### src/rtl/wsd_pkg.sv
// Package for the WebSocket frame deframer: parse phases, result codes,
// header constants and the result struct. No dependencies.
`timescale 1ns / 1ps
`default_nettype none

package wsd_pkg;

  // Parse phases, one-hot
  typedef enum logic [5:0] {
    PH_HDR0   = 6'b000001,
    PH_HDR1   = 6'b000010,
    PH_EXTLEN = 6'b000100,
    PH_MASK   = 6'b001000,
    PH_BODY   = 6'b010000,
    PH_HALT   = 6'b100000
  } phase_t;

  // Result kinds
  localparam logic [1:0] KIND_DATA  = 2'd0;
  localparam logic [1:0] KIND_EMPTY = 2'd1;
  localparam logic [1:0] KIND_END   = 2'd2;

  // End reasons
  localparam logic [1:0] RSN_CLOSE    = 2'd0;
  localparam logic [1:0] RSN_FRAG     = 2'd1;
  localparam logic [1:0] RSN_OVERSIZE = 2'd2;

  // Opcodes with special handling
  localparam logic [3:0] OP_CLOSE = 4'h8;
  localparam logic [3:0] OP_PONG  = 4'hA;

  // Second header byte length codes
  localparam logic [6:0] LEN_CODE_16 = 7'd126;
  localparam logic [6:0] LEN_CODE_64 = 7'd127;

  // Header byte counts
  localparam logic [3:0] EXT16_BYTES = 4'd2;
  localparam logic [3:0] EXT64_BYTES = 4'd8;
  localparam logic [3:0] KEY_BYTES   = 4'd4;

  // Configuration space
  localparam int unsigned APB_ADDR_W      = 3;
  localparam int unsigned MAX_PAYLOAD_W   = 21;
  localparam logic [0:0]  REG_MAX_PAYLOAD = 1'b0;
  localparam logic [MAX_PAYLOAD_W-1:0] MAX_PAYLOAD_RST = 21'd4096;

  typedef struct packed {
    logic [1:0] kind;
    logic [7:0] payload_byte;
    logic [3:0] frame_opcode;
    logic       last_byte;
    logic [1:0] end_reason;
  } result_t;

endpackage

`default_nettype wire

### src/rtl/wsd_cfg_regs.sv
// APB register file for the deframer: holds max_payload.
// Depends on wsd_pkg.
`timescale 1ns / 1ps
`default_nettype none

module wsd_cfg_regs
  import wsd_pkg::*;
(
  input  wire logic                     clk,
  input  wire logic                     rst,
  input  wire logic                     psel,
  input  wire logic                     penable,
  input  wire logic                     pwrite,
  input  wire logic [APB_ADDR_W-1:0]    paddr,
  input  wire logic [31:0]              pwdata,
  output logic      [31:0]              prdata,
  output logic                          pready,
  output logic      [MAX_PAYLOAD_W-1:0] max_payload
);

  logic [APB_ADDR_W-3:0] reg_index;
  logic                  wr_en;

  assign pready    = 1'b1;
  assign reg_index = paddr[APB_ADDR_W-1:2];
  assign wr_en     = psel & penable & pwrite & pready;

  always_ff @(posedge clk) begin
    if (rst) begin
      max_payload <= MAX_PAYLOAD_RST;
    end else if (wr_en && reg_index == REG_MAX_PAYLOAD) begin
      max_payload <= pwdata[MAX_PAYLOAD_W-1:0];
    end
  end

  always_comb begin
    unique case (reg_index)
      REG_MAX_PAYLOAD: prdata = 32'(max_payload);
      default:         prdata = '0;
    endcase
  end

endmodule

`default_nettype wire

### src/rtl/wsd_parser.sv
// Header parser and unmasker: input register, parse state and the per-byte
// next-state / result logic. Depends on wsd_pkg.
`timescale 1ns / 1ps
`default_nettype none

module wsd_parser
  import wsd_pkg::*;
#(
  parameter int unsigned MAX_FRAME_LEN = 1048576
) (
  input  wire logic                     clk,
  input  wire logic                     rst,
  input  wire logic                     in_valid,
  output logic                          in_ready,
  input  wire logic [7:0]               in_byte,
  input  wire logic [MAX_PAYLOAD_W-1:0] max_payload,
  input  wire logic                     out_ready,
  output logic                          res_valid,
  output result_t                       res
);

  localparam int unsigned LEN_W = $clog2(MAX_FRAME_LEN + 1);
  localparam logic [LEN_W-1:0] MaxLen = LEN_W'(MAX_FRAME_LEN);

  // input register
  logic       ibuf_valid;
  logic [7:0] ibuf_byte;
  logic       advance;

  // parse state
  phase_t            phase, phase_next;
  logic [3:0]        header_count, header_count_next;
  logic [3:0]        held_opcode, held_opcode_next;
  logic              fin_flag, fin_flag_next;
  logic              mask_flag, mask_flag_next;
  logic [31:0]       mask_key, mask_key_next;
  logic [LEN_W-1:0]  length_acc, length_acc_next;
  logic              length_over, length_over_next;
  logic [LEN_W-1:0]  bytes_left, bytes_left_next;
  logic [1:0]        mask_index, mask_index_next;
  logic [1:0]        pend_reason, pend_reason_next;
  logic              pend_error, pend_error_next;

  // combinational helpers
  logic [LEN_W+7:0]  len_wide;
  logic              use_new_len;
  logic [LEN_W-1:0]  la_acc;
  logic              la_over;
  logic              mflag;
  logic              over_fixed;
  logic              chk_error;
  logic [1:0]        chk_reason;
  logic [3:0]        hc_dec;
  logic [LEN_W-1:0]  bl_dec;
  logic              after_len;
  logic              start_body;
  logic [7:0]        key_byte;
  logic              emit;

  assign advance  = ibuf_valid & out_ready;
  assign in_ready = ~ibuf_valid | advance;

  always_ff @(posedge clk) begin
    if (rst) begin
      ibuf_valid <= 1'b0;
    end else if (in_ready) begin
      ibuf_valid <= in_valid;
    end
  end

  always_ff @(posedge clk) begin
    if (in_ready && in_valid) begin
      ibuf_byte <= in_byte;
    end
  end

  // current mask key byte, first key byte applies to payload byte 0
  always_comb begin
    case (mask_index)
      2'd0:    key_byte = mask_key[31:24];
      2'd1:    key_byte = mask_key[23:16];
      2'd2:    key_byte = mask_key[15:8];
      default: key_byte = mask_key[7:0];
    endcase
  end

  always_comb begin
    phase_next        = phase;
    header_count_next = header_count;
    held_opcode_next  = held_opcode;
    fin_flag_next     = fin_flag;
    mask_flag_next    = mask_flag;
    mask_key_next     = mask_key;
    length_acc_next   = length_acc;
    length_over_next  = length_over;
    bytes_left_next   = bytes_left;
    mask_index_next   = mask_index;
    pend_reason_next  = pend_reason;
    pend_error_next   = pend_error;

    res              = '0;
    res.frame_opcode = held_opcode;
    emit             = 1'b0;
    after_len        = 1'b0;
    start_body       = 1'b0;

    // length as it stands after this byte; anything past LEN_W bits is sticky
    len_wide    = (phase == PH_HDR1) ? (LEN_W + 8)'(ibuf_byte[6:0])
                                     : {length_acc, ibuf_byte};
    use_new_len = (phase == PH_HDR1) || (phase == PH_EXTLEN);
    la_acc      = use_new_len ? len_wide[LEN_W-1:0] : length_acc;
    la_over     = use_new_len ? (((phase == PH_EXTLEN) & length_over)
                                 | (|len_wide[LEN_W+7:LEN_W]))
                              : length_over;
    mflag       = (phase == PH_HDR1) ? ibuf_byte[7] : mask_flag;
    over_fixed  = la_over || (la_acc > MaxLen);
    hc_dec      = header_count - 4'd1;
    bl_dec      = bytes_left - LEN_W'(1);

    // frame checks in priority order: close, unfinished, over max_payload
    if (held_opcode == OP_CLOSE) begin
      chk_error  = 1'b1;
      chk_reason = RSN_CLOSE;
    end else if (!fin_flag) begin
      chk_error  = 1'b1;
      chk_reason = RSN_FRAG;
    end else if (la_over || MAX_PAYLOAD_W'(la_acc) > max_payload) begin
      chk_error  = 1'b1;
      chk_reason = RSN_OVERSIZE;
    end else begin
      chk_error  = 1'b0;
      chk_reason = RSN_CLOSE;
    end

    unique case (phase)
      PH_HDR0: begin
        fin_flag_next    = ibuf_byte[7];
        held_opcode_next = ibuf_byte[3:0];
        phase_next       = PH_HDR1;
      end
      PH_HDR1: begin
        mask_flag_next = ibuf_byte[7];
        if (ibuf_byte[6:0] == LEN_CODE_16) begin
          length_acc_next   = '0;
          length_over_next  = 1'b0;
          header_count_next = EXT16_BYTES;
          phase_next        = PH_EXTLEN;
        end else if (ibuf_byte[6:0] == LEN_CODE_64) begin
          length_acc_next   = '0;
          length_over_next  = 1'b0;
          header_count_next = EXT64_BYTES;
          phase_next        = PH_EXTLEN;
        end else begin
          length_acc_next  = la_acc;
          length_over_next = la_over;
          after_len        = 1'b1;
        end
      end
      PH_EXTLEN: begin
        length_acc_next   = la_acc;
        length_over_next  = la_over;
        header_count_next = hc_dec;
        after_len         = (hc_dec == 4'd0);
      end
      PH_MASK: begin
        mask_key_next     = {mask_key[23:0], ibuf_byte};
        header_count_next = hc_dec;
        start_body        = (hc_dec == 4'd0);
      end
      PH_BODY: begin
        bytes_left_next = bl_dec;
        if (bl_dec == '0) begin
          phase_next = PH_HDR0;
        end
        if (pend_error) begin
          if (bl_dec == '0) begin
            emit           = 1'b1;
            res.kind       = KIND_END;
            res.end_reason = pend_reason;
            phase_next     = PH_HALT;
          end
        end else begin
          mask_index_next = mask_index + 2'd1;
          if (held_opcode != OP_PONG) begin
            emit             = 1'b1;
            res.kind         = KIND_DATA;
            res.payload_byte = mflag ? (ibuf_byte ^ key_byte) : ibuf_byte;
            res.last_byte    = (bl_dec == '0);
          end
        end
      end
      PH_HALT: begin
        phase_next = PH_HALT;
      end
      default: begin
        phase_next = PH_HDR0;
      end
    endcase

    // length complete: fixed limit first, then mask key or straight to body
    if (after_len) begin
      if (over_fixed) begin
        emit           = 1'b1;
        res.kind       = KIND_END;
        res.end_reason = RSN_OVERSIZE;
        phase_next     = PH_HALT;
      end else if (mflag) begin
        header_count_next = KEY_BYTES;
        phase_next        = PH_MASK;
      end else begin
        start_body = 1'b1;
      end
    end

    // header complete
    if (start_body) begin
      bytes_left_next  = la_acc;
      mask_index_next  = 2'd0;
      pend_error_next  = chk_error;
      pend_reason_next = chk_reason;
      if (la_acc != '0) begin
        phase_next = PH_BODY;
      end else if (chk_error) begin
        emit           = 1'b1;
        res.kind       = KIND_END;
        res.end_reason = chk_reason;
        phase_next     = PH_HALT;
      end else begin
        phase_next = PH_HDR0;
        if (held_opcode != OP_PONG) begin
          emit     = 1'b1;
          res.kind = KIND_EMPTY;
        end
      end
    end
  end

  assign res_valid = advance & emit;

  always_ff @(posedge clk) begin
    if (rst) begin
      phase        <= PH_HDR0;
      header_count <= '0;
      held_opcode  <= '0;
      fin_flag     <= 1'b1;
      mask_flag    <= 1'b0;
      bytes_left   <= '0;
      mask_index   <= '0;
      pend_reason  <= '0;
      pend_error   <= 1'b0;
      length_over  <= 1'b0;
    end else if (advance) begin
      phase        <= phase_next;
      header_count <= header_count_next;
      held_opcode  <= held_opcode_next;
      fin_flag     <= fin_flag_next;
      mask_flag    <= mask_flag_next;
      bytes_left   <= bytes_left_next;
      mask_index   <= mask_index_next;
      pend_reason  <= pend_reason_next;
      pend_error   <= pend_error_next;
      length_over  <= length_over_next;
    end
  end

  always_ff @(posedge clk) begin
    if (advance) begin
      mask_key   <= mask_key_next;
      length_acc <= length_acc_next;
    end
  end

  // once ended, the stream stays ended until reset
  a_halt_sticky: assert property (@(posedge clk) disable iff (rst)
    phase == PH_HALT |=> phase == PH_HALT)
    else $error("deframer left halt without reset");

  a_end_halts: assert property (@(posedge clk) disable iff (rst)
    res_valid && res.kind == KIND_END |=> phase == PH_HALT)
    else $error("stream end result without halt");

  a_body_nonempty: assert property (@(posedge clk) disable iff (rst)
    phase == PH_BODY |-> bytes_left != '0)
    else $error("in body with no bytes left");

  a_hdr_count: assert property (@(posedge clk) disable iff (rst)
    (phase == PH_EXTLEN || phase == PH_MASK) |-> header_count != 4'd0)
    else $error("header byte count ran out");

  a_res_room: assert property (@(posedge clk) disable iff (rst)
    res_valid |-> out_ready)
    else $error("result produced with no room in output register");

endmodule

`default_nettype wire

### src/rtl/wsd_out_reg.sv
// Output register for deframer results, drives the master stream side.
// Depends on wsd_pkg.
`timescale 1ns / 1ps
`default_nettype none

module wsd_out_reg
  import wsd_pkg::*;
(
  input  wire logic        clk,
  input  wire logic        rst,
  input  wire logic        res_valid,
  input  wire result_t     res,
  output logic             out_ready,
  output logic             m_axis_tvalid,
  input  wire logic        m_axis_tready,
  output logic [15:0]      m_axis_tdata,
  output logic             m_axis_tlast,
  output logic [1:0]       m_axis_tuser
);

  result_t held;

  assign out_ready = ~m_axis_tvalid | m_axis_tready;

  always_ff @(posedge clk) begin
    if (rst) begin
      m_axis_tvalid <= 1'b0;
    end else if (out_ready) begin
      m_axis_tvalid <= res_valid;
    end
  end

  always_ff @(posedge clk) begin
    if (out_ready && res_valid) begin
      held <= res;
    end
  end

  assign m_axis_tdata = {2'b00, held.end_reason, held.frame_opcode, held.payload_byte};
  assign m_axis_tlast = held.last_byte;
  assign m_axis_tuser = held.kind;

endmodule

`default_nettype wire

### src/rtl/websocket_frame_deframer_unit.sv
// WebSocket receive-side frame deframer, top level.
// Depends on wsd_pkg, wsd_cfg_regs, wsd_parser, wsd_out_reg.
`timescale 1ns / 1ps
`default_nettype none

// Takes the received WebSocket byte stream one byte per item on the slave
// stream side and parses each frame header (FIN, opcode, mask bit, 7/16/64-bit
// length, 4-byte mask key). Payload bytes leave unmasked, one per item, with
// the frame opcode in tdata and tlast on the final byte of the frame; an empty
// frame gives one item of kind "empty". Pong frames are swallowed. A close
// frame, an unfinished (FIN clear) frame or one longer than max_payload is
// reported with a stream-end item when its last byte arrives, its payload
// suppressed; a length above MAX_FRAME_LEN ends the stream as soon as the
// length is known. After a stream-end item the block accepts and discards
// bytes until reset. Throughput is one byte per cycle while the master side
// keeps taking results: each byte passes an input register, one level of
// parse/unmask logic and the output register before its result reaches the
// master side. The input register only moves on when the output register has
// room, so once both are full a cycle without m_axis_tready also holds off
// the slave side in that same cycle (s_axis_tready follows m_axis_tready
// combinationally). max_payload is at register 0 (byte address 0) of the
// APB port and should only be written while no frame is in progress.

module websocket_frame_deframer_unit
  import wsd_pkg::*;
#(
  parameter int unsigned MAX_FRAME_LEN = 1048576
) (
  input  wire logic                  clk,
  input  wire logic                  rst,
  // slave stream: received bytes
  input  wire logic                  s_axis_tvalid,
  output logic                       s_axis_tready,
  input  wire logic [7:0]            s_axis_tdata,   // [7:0] byte_in
  // master stream: results
  output logic                       m_axis_tvalid,
  input  wire logic                  m_axis_tready,
  output logic [15:0]                m_axis_tdata,   // [7:0] payload_byte, [11:8] frame_opcode,
                                                     // [13:12] end_reason, [15:14] zero
  output logic                       m_axis_tlast,   // last_byte
  output logic [1:0]                 m_axis_tuser,   // [1:0] kind
  // APB configuration
  input  wire logic                  psel,
  input  wire logic                  penable,
  input  wire logic                  pwrite,
  input  wire logic [APB_ADDR_W-1:0] paddr,
  input  wire logic [31:0]           pwdata,
  output logic      [31:0]           prdata,
  output logic                       pready
);

  logic [MAX_PAYLOAD_W-1:0] max_payload;
  logic                     out_ready;
  logic                     res_valid;
  result_t                  res;

  wsd_cfg_regs u_cfg (
    .clk         (clk),
    .rst         (rst),
    .psel        (psel),
    .penable     (penable),
    .pwrite      (pwrite),
    .paddr       (paddr),
    .pwdata      (pwdata),
    .prdata      (prdata),
    .pready      (pready),
    .max_payload (max_payload)
  );

  wsd_parser #(
    .MAX_FRAME_LEN (MAX_FRAME_LEN)
  ) u_parser (
    .clk         (clk),
    .rst         (rst),
    .in_valid    (s_axis_tvalid),
    .in_ready    (s_axis_tready),
    .in_byte     (s_axis_tdata),
    .max_payload (max_payload),
    .out_ready   (out_ready),
    .res_valid   (res_valid),
    .res         (res)
  );

  wsd_out_reg u_out (
    .clk           (clk),
    .rst           (rst),
    .res_valid     (res_valid),
    .res           (res),
    .out_ready     (out_ready),
    .m_axis_tvalid (m_axis_tvalid),
    .m_axis_tready (m_axis_tready),
    .m_axis_tdata  (m_axis_tdata),
    .m_axis_tlast  (m_axis_tlast),
    .m_axis_tuser  (m_axis_tuser)
  );

endmodule

`default_nettype wire

### config.mk
export PLATFORM = sky130hd
export DESIGN_NAME = websocket_frame_deframer_unit
export DESIGN_NICKNAME = d
export VERILOG_FILES = /design/src/rtl/wsd_pkg.sv /design/src/rtl/wsd_cfg_regs.sv /design/src/rtl/wsd_parser.sv /design/src/rtl/wsd_out_reg.sv /design/src/rtl/websocket_frame_deframer_unit.sv
export SDC_FILE = /design/constraint.sdc
export NUM_CORES = 1
export LEC_CHECK = 0
export BUFFER_PORTS_ARGS = -buffer_cell sky130_fd_sc_hd__clkbuf_2
export CORE_UTILIZATION = 55
export DETAILED_ROUTE_END_ITERATION = 7
export PLACE_DENSITY = 0.83
export SYNTH_ARGS = -nofsm -noshare
export SYNTH_HDL_FRONTEND = slang
export SYNTH_HIERARCHICAL = 1
export SYNTH_SLANG_ARGS = --single-unit
### constraint.sdc
create_clock -name clk -period 8.2 [get_ports clk]
set_input_delay 0.82 -clock clk [delete_from_list [all_inputs] [get_ports clk]]
set_output_delay 0.82 -clock clk [all_outputs]
set_load 0.02 [all_outputs]
======== After elaboration in Yosys (flattened, before gate mapping) ========
Index checks and enable logic that the tools add are counted.
word-level totals
  register bits after elaboration ......... 144
  input port bits ......................... 50
  output and inout bits ................... 54
cells by class
  add/sub/neg operators ................... 3
  order comparisons ....................... 2
  equality and inequality tests ........... 13
  muxes and demuxes ....................... 78
  bitwise gates (word level) .............. 14
  reduce and logical (&&, ||, !) cells .... 21
operator list
  operator                                                               count
  21-bit two-way mux                                                     6
  6-bit two-way mux                                                      11
  2-bit two-way mux                                                      22
  21-bit one-hot mux with 2 select lines                                 1
  6-bit one-hot mux with 5 select lines                                  1
  29-bit two-way mux                                                     1
  8-bit two-way mux                                                      3
  8-bit one-hot mux with 3 select lines                                  1
  1-bit two-way mux                                                      23
  21-bit > comparator                                                    1
  21-bit > comparator (second input constant)                            1
  21-bit logical NOT                                                     1
  21-bit nonzero test                                                    1
  21-bit by 1-bit subtractor with 21-bit output (second input constant)  1
  4-bit two-way mux                                                      5
  7-bit == test (second input constant)                                  2
  10-bit two-way mux                                                     1
  2-bit AND reduction                                                    5
  4-bit one-hot mux with 2 select lines                                  1
  8-bit OR reduction                                                     1
  8-bit bitwise XOR                                                      1
  6-bit by 1-bit == test with 1-bit output (second input constant)       1
  6-bit by 2-bit == test with 1-bit output (second input constant)       1
  6-bit by 3-bit == test with 1-bit output (second input constant)       1
  22 further kinds                                                       38

======== Logic depth before layout (Yosys ltp) ========
Gate-level depths: netlist (run 1).
  depth in word-level cells ............... 14
  depth in mapped cells ................... 18
  mapped depth without buffers ............ 15

======== Hierarchy ========
Netlist (run 1), hierarchy kept.
modules (own cells, without submodules)
  module        times used  cells each  area an instance (um^2)  seq. area each (um^2)
  wsd_parser    1           670         6234.7                   2712.6
  wsd_cfg_regs  1           129         1203.7                   420.4
  wsd_out_reg   1           25          584.3                    530.5

======== Least setup slack after synthesis (run 1) ========
No wires, ideal clock.
  path kind ............................... reg2reg
  start point ............................. register u_parser.phase[0]
  end point ............................... register u_out.held (netlist bit u_out/m_axis_tdata[0]), enable pin
  arrival time ............................ 3617 ps
  path slack .............................. 4323 ps
  stages on the path, launching flop included .. 17
  path buffers ............................ 3
  clock period less this slack ............ 3877 ps
  path through ............................ dfxtp_1 -> clkbuf_1 -> nor4_2 -> and3_1 -> buf_2 -> buf_1 -> a22o_1 -> ha_1 -> a21oi_1 -> o21ai_0 -> a211oi_1 -> nor3b_1 -> nand3_1 -> a21oi_1 -> a21oi_1 -> o41a_1 -> and2_4
on the way
  longest elaborated chain between the ends .. 14
  elaborated cells on any way between the ends .. 34
  those cells by class .................... order compare (2); eq/ne (4); mux (19); bitwise (3); reduce/logical (6)
ends and longest elaborated chain
  what                                                                          line                                 text
  start, declared                                                               wsd_parser.sv:31                     phase_t phase, phase_next;
  start signal, assigned                                                        wsd_parser.sv:253                    phase <= phase_next;
  parallel branches: the longest is 11 deep, another holds 21-bit > comparator  --
  1-bit two-way mux (*)                                                         wsd_parser.sv:216                    if (start_body) begin
  1-bit bitwise AND (*)                                                         wsd_parser.sv:238                    assign res_valid = advance & emit;
  via res_valid                                                                 websocket_frame_deframer_unit.sv:54  logic res_valid;
  1-bit logical AND (*)                                                         wsd_out_reg.sv:34                    if (out_ready && res_valid) begin
  end signal, assigned                                                          wsd_out_reg.sv:35                    held <= res;
  end, declared                                                                 wsd_out_reg.sv:21                    result_t held;
Mark *: on every way through the listed nets, which the timed path passes.
A chain may end at the register's enable or synchronous reset.

======== Worst setup path after layout (run 1) ========
  start point ............................. register u_parser.phase[0]
  end point ............................... register u_out.held (netlist bit u_out/m_axis_tdata[6]), enable pin
The elaborated chain is that of the path after synthesis.

==> results of run 1 <==
## routing by layer
layer,wire [um],up-vias,share of wire (%),global-route usage (%)
met2,9200,364,47,43.3
met1,8040,3114,41,34.0
li1,-,3096,-,-
met3,1510,51,7.8,6.09
met5,0,-,0,0
met4,676,0,3.5,13.3
## registers in the layout (all words and copies together) (netlist names), 4 cells and up
signal                 flops
u_cfg/max_payload         21
u_out/m_axis_tdata        14
u_parser/bytes_left       21
u_parser/header_count      4
u_parser/held_opcode       4
u_parser/ibuf_byte         8
u_parser/length_acc       21
u_parser/mask_key         32
u_parser/phase             6
## final cells by class
class	instances	area share [%]
Multi-Input combinational cell	585	43.6
Sequential cell	144	41.1
Clock buffer	23	5.38
Timing Repair Buffer	80	4.61
Tap cell	180	2.53
Inverter	44	1.85
Clock inverter	9	0.913
## synth_stat cells, drive strengths merged, types with 4 or more instances
cell	count	area share, %
or3	16	1.2
a222oi	8	1.0
buf	32	3.1
nor2b	27	2.1
nand3	16	1.0
nor2	69	3.3
a22o	15	1.6
o22ai	12	0.94
a21oi	53	3.5
ha	27	4.2
a31o	4	0.44
clkbuf	30	1.4
and2	9	0.73
o221a	4	0.56
dfxtp	66	16
nor4	19	1.6
edfxtp	78	29
xor2	8	0.87
a211oi	5	0.47
nor3	16	1.0
nand4	9	0.70
inv	44	2.1
nand3b	11	1.0
mux2i	31	3.9
o211ai	5	0.53
o21ai	28	1.8
a22oi	15	1.4
nand2	41	1.9
nor3b	6	0.56
and3	7	0.55
a21o	4	0.37
a31oi	6	0.47
o31ai	4	0.37
xnor2	7	0.76
nand2b	46	3.7
## metrics by stage
step	cell area, um2	util, %
final	8900	63.4
after global routing	8900	63.4
after CTS	8900	63.4
after detailed placement	8340	59.4
after global placement	8340	59.4
after floorplan	8060	-
## final timing paths
kind	startpoint	end	slack, ns	cells after the start
worst max-delay path	u_parser/phase[0]	u_out/m_axis_tdata[6]	3.06	14
worst min-delay path	u_parser/mask_key[9]	u_parser/mask_key[17]	0.45	0
worst max register to register	u_parser/phase[0]	u_out/m_axis_tdata[6]	3.06	14
worst min register to register	u_parser/mask_key[9]	u_parser/mask_key[17]	0.45	0
## report_power, final
group | total (uW) | leakage (uW) | internal (uW) | switching [uW]
combinational | 90.8 | 0.00188 | 33.9 | 56.9
sequential | 780 | 0.00125 | 766 | 14.3
clock | 736 | 0.000270 | 442 | 295
## cell families (layout without fill, tap and decap cells)
family / count (synthesis) / count (layout) / share of synthesized area (%)
AND/OR/NAND/NOR: 304 / 304 / 20.7
AO/OA/AOI/OAI: 194 / 194 / 17.2
flip-flops: 144 / 144 / 45.7
buffers and inverters: 106 / 156 / 6.57
multiplexers: 31 / 31 / 3.91
adder cells (fa/ha/maj): 27 / 27 / 4.21
XOR/XNOR: 15 / 15 / 1.64
other: 3 / 14 / 0.140
## cells in the final DEF, fill, tap and decap left out, drive strengths merged, types with 16 or more instances in the layout
| cell | instances |
|---|---|
| edfxtp | 78 |
| nand2b | 46 |
| dfxtp | 66 |
| mux2i | 31 |
| ha | 27 |
| nor3 | 16 |
| inv | 45 |
| nand2 | 41 |
| o21ai | 28 |
| clkbuf | 99 |
| nor2 | 69 |
| a21oi | 53 |
| nand3 | 16 |
| nor2b | 27 |
| nor4 | 19 |
| or3 | 16 |
==> impl_metrics.ini, run 1 <==
[clock_network]
cts.sinks = 144
cts_resized = 0
clock_latency_ns = 0.43
root_buffer = clkbuf_16
hold_buffers = 0
cts_made_buffers = 17
cts_max_level = 4
clkSlewWorstSetupHoldPaths_ns = 0.06
cts_tree = built
cts_setup_buffers = 0
cts_max_path_buffers = 2

[route]
routed_wirelength_um = 19400
viasPerCell = 6.22
vias = 6625
firstDrtPassIters = 5
wl_per_cell_um = 18.2
drc_errors = 0
drt_iter0_drc = 790
ant_nets = 0

[sta]
worst_slew_pin_slew_ns = 1.21
final-hold-violation-count = 0
fin_crit_sh_pct = 62.7
clock_skew_ns = 0.00921
drv_slew = 0
setup_viol = 0
fin_crit_ns = 5.14
rsz0062_at_grt = false
max_slew_margin_pct = 19.2
fin_tns_setup_ns = 0
whs_ns = 0.449
fmax_mhz = 195
setup_slack_ns = 3.06

[hold_path]
hp-class = flop to flop

[floorplan]
io_pins = 104
start_util_pct = 57.1
die_height_um = 123
core_um2 = 14000
die_w_um = 123
rows = 43
dieArea_um2 = 15100

[job]
max_cap_violations = 0

[setup_path]
arrival_ns = 5.30
critPathMaxFanout = 22
critPathTopFamily = compound AO/OA/AOI/OAI gates
required_ns = 8.36
slowest_delay_ns = 0.57
worstSetupEndpointType = flop
crit_buf_inv = 1
critPathSlowestCell = nand2b_1
path_class = flop to flop
worst_setup_path_start_kind = flop
path_cells = nor4_2, nand2b_1, a22oi_1, inv_1, ha_1, a21oi_1, o21ai_0, a211oi_1, nor3b_1, nand3_1, a21oi_1, a21oi_1, o41a_1, and2_4
cpMostUsedCell = a21oi_1

[place]
placed_cells = 1033
port_buffers = 76
hpwl_um = 13300
gp_congestion = 0.927
preCtsSetupSlack_ns = 3.24

[yosys]
synth_area_um2 = 8020
avgSynthCellArea_um2 = 9.74
synth-warning-count = 6
synthArstFlopShare_pct = 0
synth_cells = 824
synth_cell_types = 79
synth_edf_count = 78
synth_flop_cell = edfxtp_1
ys_seq_area_share_pct = 45.7
ys_ff_latch = 144

[global_route]
grt_pass1_wl_um = 30700
grt_pass1_vias = 6083
grt_max_degree = 72
track_usage_pct = 26.9
antenna_found_initial = 0
grt_overflow = 0

[pwr]
peakVddDrop_mv = 0.147
power.density_nw_per_um2 = 181
p_leak_uw = 0.00340
total_power_uw = 1610

[finish]
stdcell_count = 1065
seq_area_um2 = 3660
nNetsFinal = 949
multi_input_area_um2 = 3880
drive_gt1_share_pct = 15.1
nFillCells = 1139
antenna_cells = 0
area_growth_pct = 11.0

[status]
status = finished clean
(Power assumes the default switching activity.)
==> inputs of run 2 (changes only) <==
- ABC_AREA: unset -> 1
- CORE_UTILIZATION: 55 -> 53
- PLACE_DENSITY: 0.83 -> 0.84
- clock period: 8.2 -> 4.7 ns (I/O delays scaled with it)
==> impl_metrics.ini, run 2 <==
[sta]
fin_tns_setup_ns = 0
rsz0062_at_grt = false
setup_viol = 0
drv_slew = 0
max_slew_margin_pct = 18.7
clock_skew_ns = 0.0143
fin_crit_sh_pct = 83.8
fmax_mhz = 254
final-hold-violation-count = 0
worst_slew_pin_slew_ns = 1.21
fin_crit_ns = 3.94

[finish]
largest_reg_flops = 32
antenna_cells = 0
final_common_cell = nand2_1
design_area_um2 = 9370
nNetsFinal = 1276
area_growth_pct = 12.2
regMostFlops = u_parser/mask_key
drive_gt1_share_pct = 11.9
layout_common_cells = nand2_1 (267), nor2_1 (191), inv_1 (166), edfxtp_1 (78), clkbuf_2 (76)

[yosys]
synth-warning-count = 6
ys_ff_latch = 144
synth_flop_cell = edfxtp_1
netlist.area_leader.share_pct = 28.0
synth_area_leader_cell = edfxtp_1
synthArstFlopShare_pct = 0
yosys.area_share.simple_pct = 30.3
synth_top_family_by_area = simple AND/OR/NAND/NOR gates
avgSynthCellArea_um2 = 7.35
synth_cells = 1137
synth_xor_area_share_pct = 1.15
synth-compound-area-share_pct = 9.09
yosysMostFrequentCell = nand2_1
synth_mux_area_share_pct = 0
yosys-top-cells-area = edfxtp_1 (28%), dfxtp_1 (16%), nand2_1 (12%)
ys_seq_area_share_pct = 43.9
synth_area_um2 = 8350
synth_common_cells = nand2_1 (267), nor2_1 (192), inv_1 (166)
synth_cell_types = 42
synth-adder-area-share_pct = 4.04
synth_edf_count = 78

[floorplan]
die_w_um = 128
start_util_pct = 54.5
die_height_um = 128
rows = 45
dieArea_um2 = 16300
io_pins = 104
core_um2 = 15300

[place]
hpwl_um = 14400
place_area_um2 = 8780
gp_congestion = 0.916
port_buffers = 76

[global_route]
antenna_found_initial = 0
grt_pass1_vias = 6776
grt_pass1_wl_um = 32900
grt_max_degree = 44
grt_overflow = 0
track_usage_pct = 25.9

[route]
top_layer = met4
routed-wl-met3_um = 1700
routed_wirelength_um = 20100
drt-met1-wl_um = 8430
drt_iter0_drc = 727
dr_wl_met2_um = 9370
firstDrtPassIters = 7
drc_errors = 1
vias = 7523
viasPerCell = 5.29
ant_nets = 0
wl_per_cell_um = 14.1

[setup_path]
critPathMaxFanout = 17
path_cells = nor2_1, nand3_1, nand2_2, o21ai_1, ha_1, nand2_1, nor3_1, nand3_1, nor3_1, o21ai_0, inv_1, nand2_1, nand2_1, nand2_1, nand3_1, nand3_1, nand3_1, nand2_1, inv_1, inv_1, a21oi_2, buf_4
rrSetupSlack_ns = 0.76
reg2reg_from = u_parser/phase[2]
worst_setup_path_start_kind = flop
slowest_delay_ns = 0.37
worstSetupEndpointType = flop
path_class = flop to flop
cp-startpoint = u_parser/phase[2]
critPathSlowestCell = ha_1
required_ns = 4.81
arrival_ns = 4.05

[pwr]
p_sw_share_pct = 24.6
clockPowerShare_pct = 46.5
p_comb_share_pct = 6.7
power.internal_uw = 2190
p_switching_uw = 717
peakVddDrop_mv = 0.250
pwr-share-seq_pct = 46.8
power.density_nw_per_um2 = 311
p_leak_uw = 0.00430

[clock_network]
cts_made_buffers = 17
cts_resized = 0
cts_setup_buffers = 0
hold_buffers = 0
clock_latency_ns = 0.44
clkSlewWorstSetupHoldPaths_ns = 0.06
cts_max_path_buffers = 2
cts_tree = built
cts_max_level = 4
cts.sinks = 144
root_buffer = clkbuf_16

[hold_path]
hp-class = primary input to flop
hold_start = s_axis_tdata[2]

[status]
status = finished with violations
violations = design-rule violations

[job]
max_cap_violations = 0
run 2: cell types whose count changed in the layout (fill, tap and decap cells not counted), moves of 12 or more:
cell,before,now
nand2_1,41,267
nor2_1,68,191
inv_1,44,166
nand3_1,16,74
nand2b_1,45,0
mux2i_1,30,0
nor2b_1,27,0
o21ai_0,22,41
or3_1,16,0
a22o_1,15,0
a22oi_1,15,0
nand3_2,0,12
nor4_1,17,5
o22ai_1,12,0
run 2: cells by family (layout without fill, tap and decap cells):
kind of cell / after synthesis / in the layout
buffers and inverters: 221 / 285
other: 3 / 14
AO/OA/AOI/OAI: 138 / 138
XOR/XNOR: 11 / 11
AND/OR/NAND/NOR: 593 / 593
flip-flops: 144 / 144
adder cells (fa/ha/maj): 27 / 27
run 2: path summary, 6_finish.rpt:
| check | depth (start not counted) | end |
|---|---|---|
| worst max-delay path | 22 | u_out/m_axis_tlast |
| worst min-delay path | 1 | u_parser/ibuf_byte[2] |
| worst max register to register | 22 | u_out/m_axis_tlast |
| worst min register to register | 0 | u_parser/mask_key[10] |
run 2: power groups by stage:
stage          logic, uW  clock network, uW  registers, uW
6_report             194               1350           1360
4_1_cts              192               1370           1360
3_3_place_gp         185                  0           1390
3_5_place_dp         190                  0           1390
5_1_grt              219               1410           1370
2_1_floorplan        148                  0           1380
run 2: area by class of cell:
class	instances	area, um2
Timing Repair Buffer	84	440
Tap cell	211	264
Clock buffer	19	433
Multi-Input combinational cell	783	3780
Sequential cell	144	3660
Clock inverter	13	154
Inverter	169	634
Fill cell	1358	5950
run 2: through the flow:
step	total power, uW	util (%)	instances	setup WS, ns	hold WS (ns)
floorplan	1530	-	1148	0.960	0.421
global placement	1570	57.3	1391	0.940	0.423
detailed placement	1580	57.3	1391	0.912	0.436
CTS	2920	61.2	1423	0.816	0.203
global route	2990	61.2	1423	0.399	0.207
finish	2910	61.2	1423	0.761	0.215
run 2: worst max-delay path: cells and delay by family, from the launching register on:
kind	cells	cell delay (ns)
compound gates	3	0.44
fa+ha+maj	1	0.37
buf+inv	4	0.49
flops	1	0.33
simple gates	14	1.98
run 2: metal layers:
layer  vias up  GRT usage (%)
li1       3756              -
met2       341           41.2
met4         0           13.9
met1      3383           33.1
met3        43           5.61
met5         -              0
==> inputs of run 3 (changes only) <==
- clock period: 4.7 -> 3.5 ns (I/O delays scaled with it)
==> impl_metrics.ini, run 3 (synthesized netlist as in run 2, its figures left out) <==
[finish]
multi_input_area_um2 = 3940
regMostFlops = u_parser/mask_key
final_common_cell = nand2_1
seq_area_um2 = 3680
largest_reg_flops = 32
nNetsFinal = 1309
antenna_cells = 0
area_growth_pct = 18.4
layout_common_cells = nand2_1 (258), nor2_1 (187), inv_1 (163), edfxtp_1 (78), clkbuf_2 (76)
drive_gt1_share_pct = 16.9
nFillCells = 1256

[clock_network]
cts_tree = built
clock_latency_ns = 0.43
cts.sinks = 144
clkSlewWorstSetupHoldPaths_ns = 0.06
cts_made_buffers = 17
root_buffer = clkbuf_16
cts_max_level = 4
hold_buffers = 0
cts_max_path_buffers = 2

[status]
status = finished with violations
violations = negative setup slack

[sta]
setup_viol = 8
drv_slew = 0
worst_slew_pin_slew_ns = 1.04
final-hold-violation-count = 0
rsz0062_at_grt = true
max_slew_margin_pct = 30.9
whs_ns = 0.0882
fmax_mhz = 284
fin_tns_setup_ns = -0.141
setup_slack_ns = -0.0236
fin_crit_ns = 3.52
fin_crit_sh_pct = 101
clock_skew_ns = 0.0119

[route]
viasPerCell = 5.36
vias = 7804
ant_nets = 0
wl_per_cell_um = 14.9
drc_errors = 0
firstDrtPassIters = 8
routed_wirelength_um = 21700
drt_iter0_drc = 986

[setup_path]
path_class = flop to flop
worstSetupEndpointType = flop
critPathSlowestCell = dfxtp_4
slowest_delay_ns = 0.36
required_ns = 3.64
critPathMaxFanout = 8
arrival_ns = 3.67
worst_setup_path_start_kind = flop

[floorplan]
core_um2 = 15300
dieArea_um2 = 16300
start_util_pct = 54.5
die_w_um = 128
io_pins = 104
die_height_um = 128
rows = 45

[global_route]
track_usage_pct = 26.3
grt_pass1_vias = 6929
grt_pass1_wl_um = 33400
grt_overflow = 0
antenna_found_initial = 0
grt_max_degree = 40

[place]
gp_congestion = 0.939
port_buffers = 76
hpwl_um = 14700

[pwr]
power.density_nw_per_um2 = 393
p_leak_uw = 0.00451
peakVddDrop_mv = 0.393

[hold_path]
hp-class = primary input to flop

[job]
max_cap_violations = 0
-- run 3: changes by cell type in the layout (fill, tap and decap cells not counted), moves of 4 or more --
cell / delta
dfxtp_1: -6
buf_12: +4
buf_4: +24
nor2_1: -4
nand2_1: -9
nand2_2: +7
nand3_1: -4
-- run 3: cell type report --
class | count | share of cell area [%]
flip-flops and latches | 144 | 37.2
repair buffers | 116 | 7.96
clock inverters | 13 | 1.40
inverters | 169 | 6.48
multi-input cells | 783 | 39.9
repair inverters | 1 | 0.0506
well taps | 211 | 2.67
clock buffers | 19 | 4.38
-- run 3: worst max-delay path: cells and delay by family, from the launching register on --
kind / cells / cell delay [ns]
AND/OR/NAND/NOR: 14 / 1.39
buffers and inverters: 7 / 0.77
AO/OA/AOI/OAI: 3 / 0.37
flip-flops: 1 / 0.36
adder cells (fa/ha/maj): 1 / 0.34
-- run 3: routing by layer --
layer  track usage (%)  routed length, um  vias up
met1              33.6               9100     3540
met2              42.1              10300      391
met5                 0                  0        -
met4              13.1                619        0
li1                  -                  -     3817
met3              5.74               1750       56
-- run 3: timing repair --
action	in CTS	in global routing
gates cloned	1	3
pin swaps	0	20
hold endpoints to repair	0	0
resized for setup	1	53
buffers inserted	1	12
setup endpoints to repair	17	21
-- run 3: worst paths after layout --
check                                          start                     to  slack, ns  cells past startpoint
worst max-delay path               u_parser/phase[2]  u_out/m_axis_tuser[1]      -0.02                     25
worst min-delay path                 s_axis_tdata[6]  u_parser/ibuf_byte[6]       0.09                      1
worst max register to register     u_parser/phase[2]  u_out/m_axis_tuser[1]      -0.02                     25
worst min register to register  u_parser/mask_key[7]  u_parser/mask_key[15]       0.44                      0
-- run 3: power breakdown --
part	internal, uW	switching [uW]	total, uW
Combinational	94.1	191	285
Sequential	1800	29.4	1830
Clock	1050	724	1770
Total	2940	944	3890
-- run 3: stage by stage --
step	power [uW]	setup WS (ns)	area, um2	utilization (%)	cells
after global routing	4010	-0.166	9890	64.6	1456
after CTS	3880	0.00104	9520	62.1	1441
after floorplan	2050	0.137	8400	-	1148
final	3890	-0.0236	9890	64.6	1456
after global placement	2120	0.125	8930	58.3	1407
after detailed placement	2120	0.0301	8930	58.3	1407
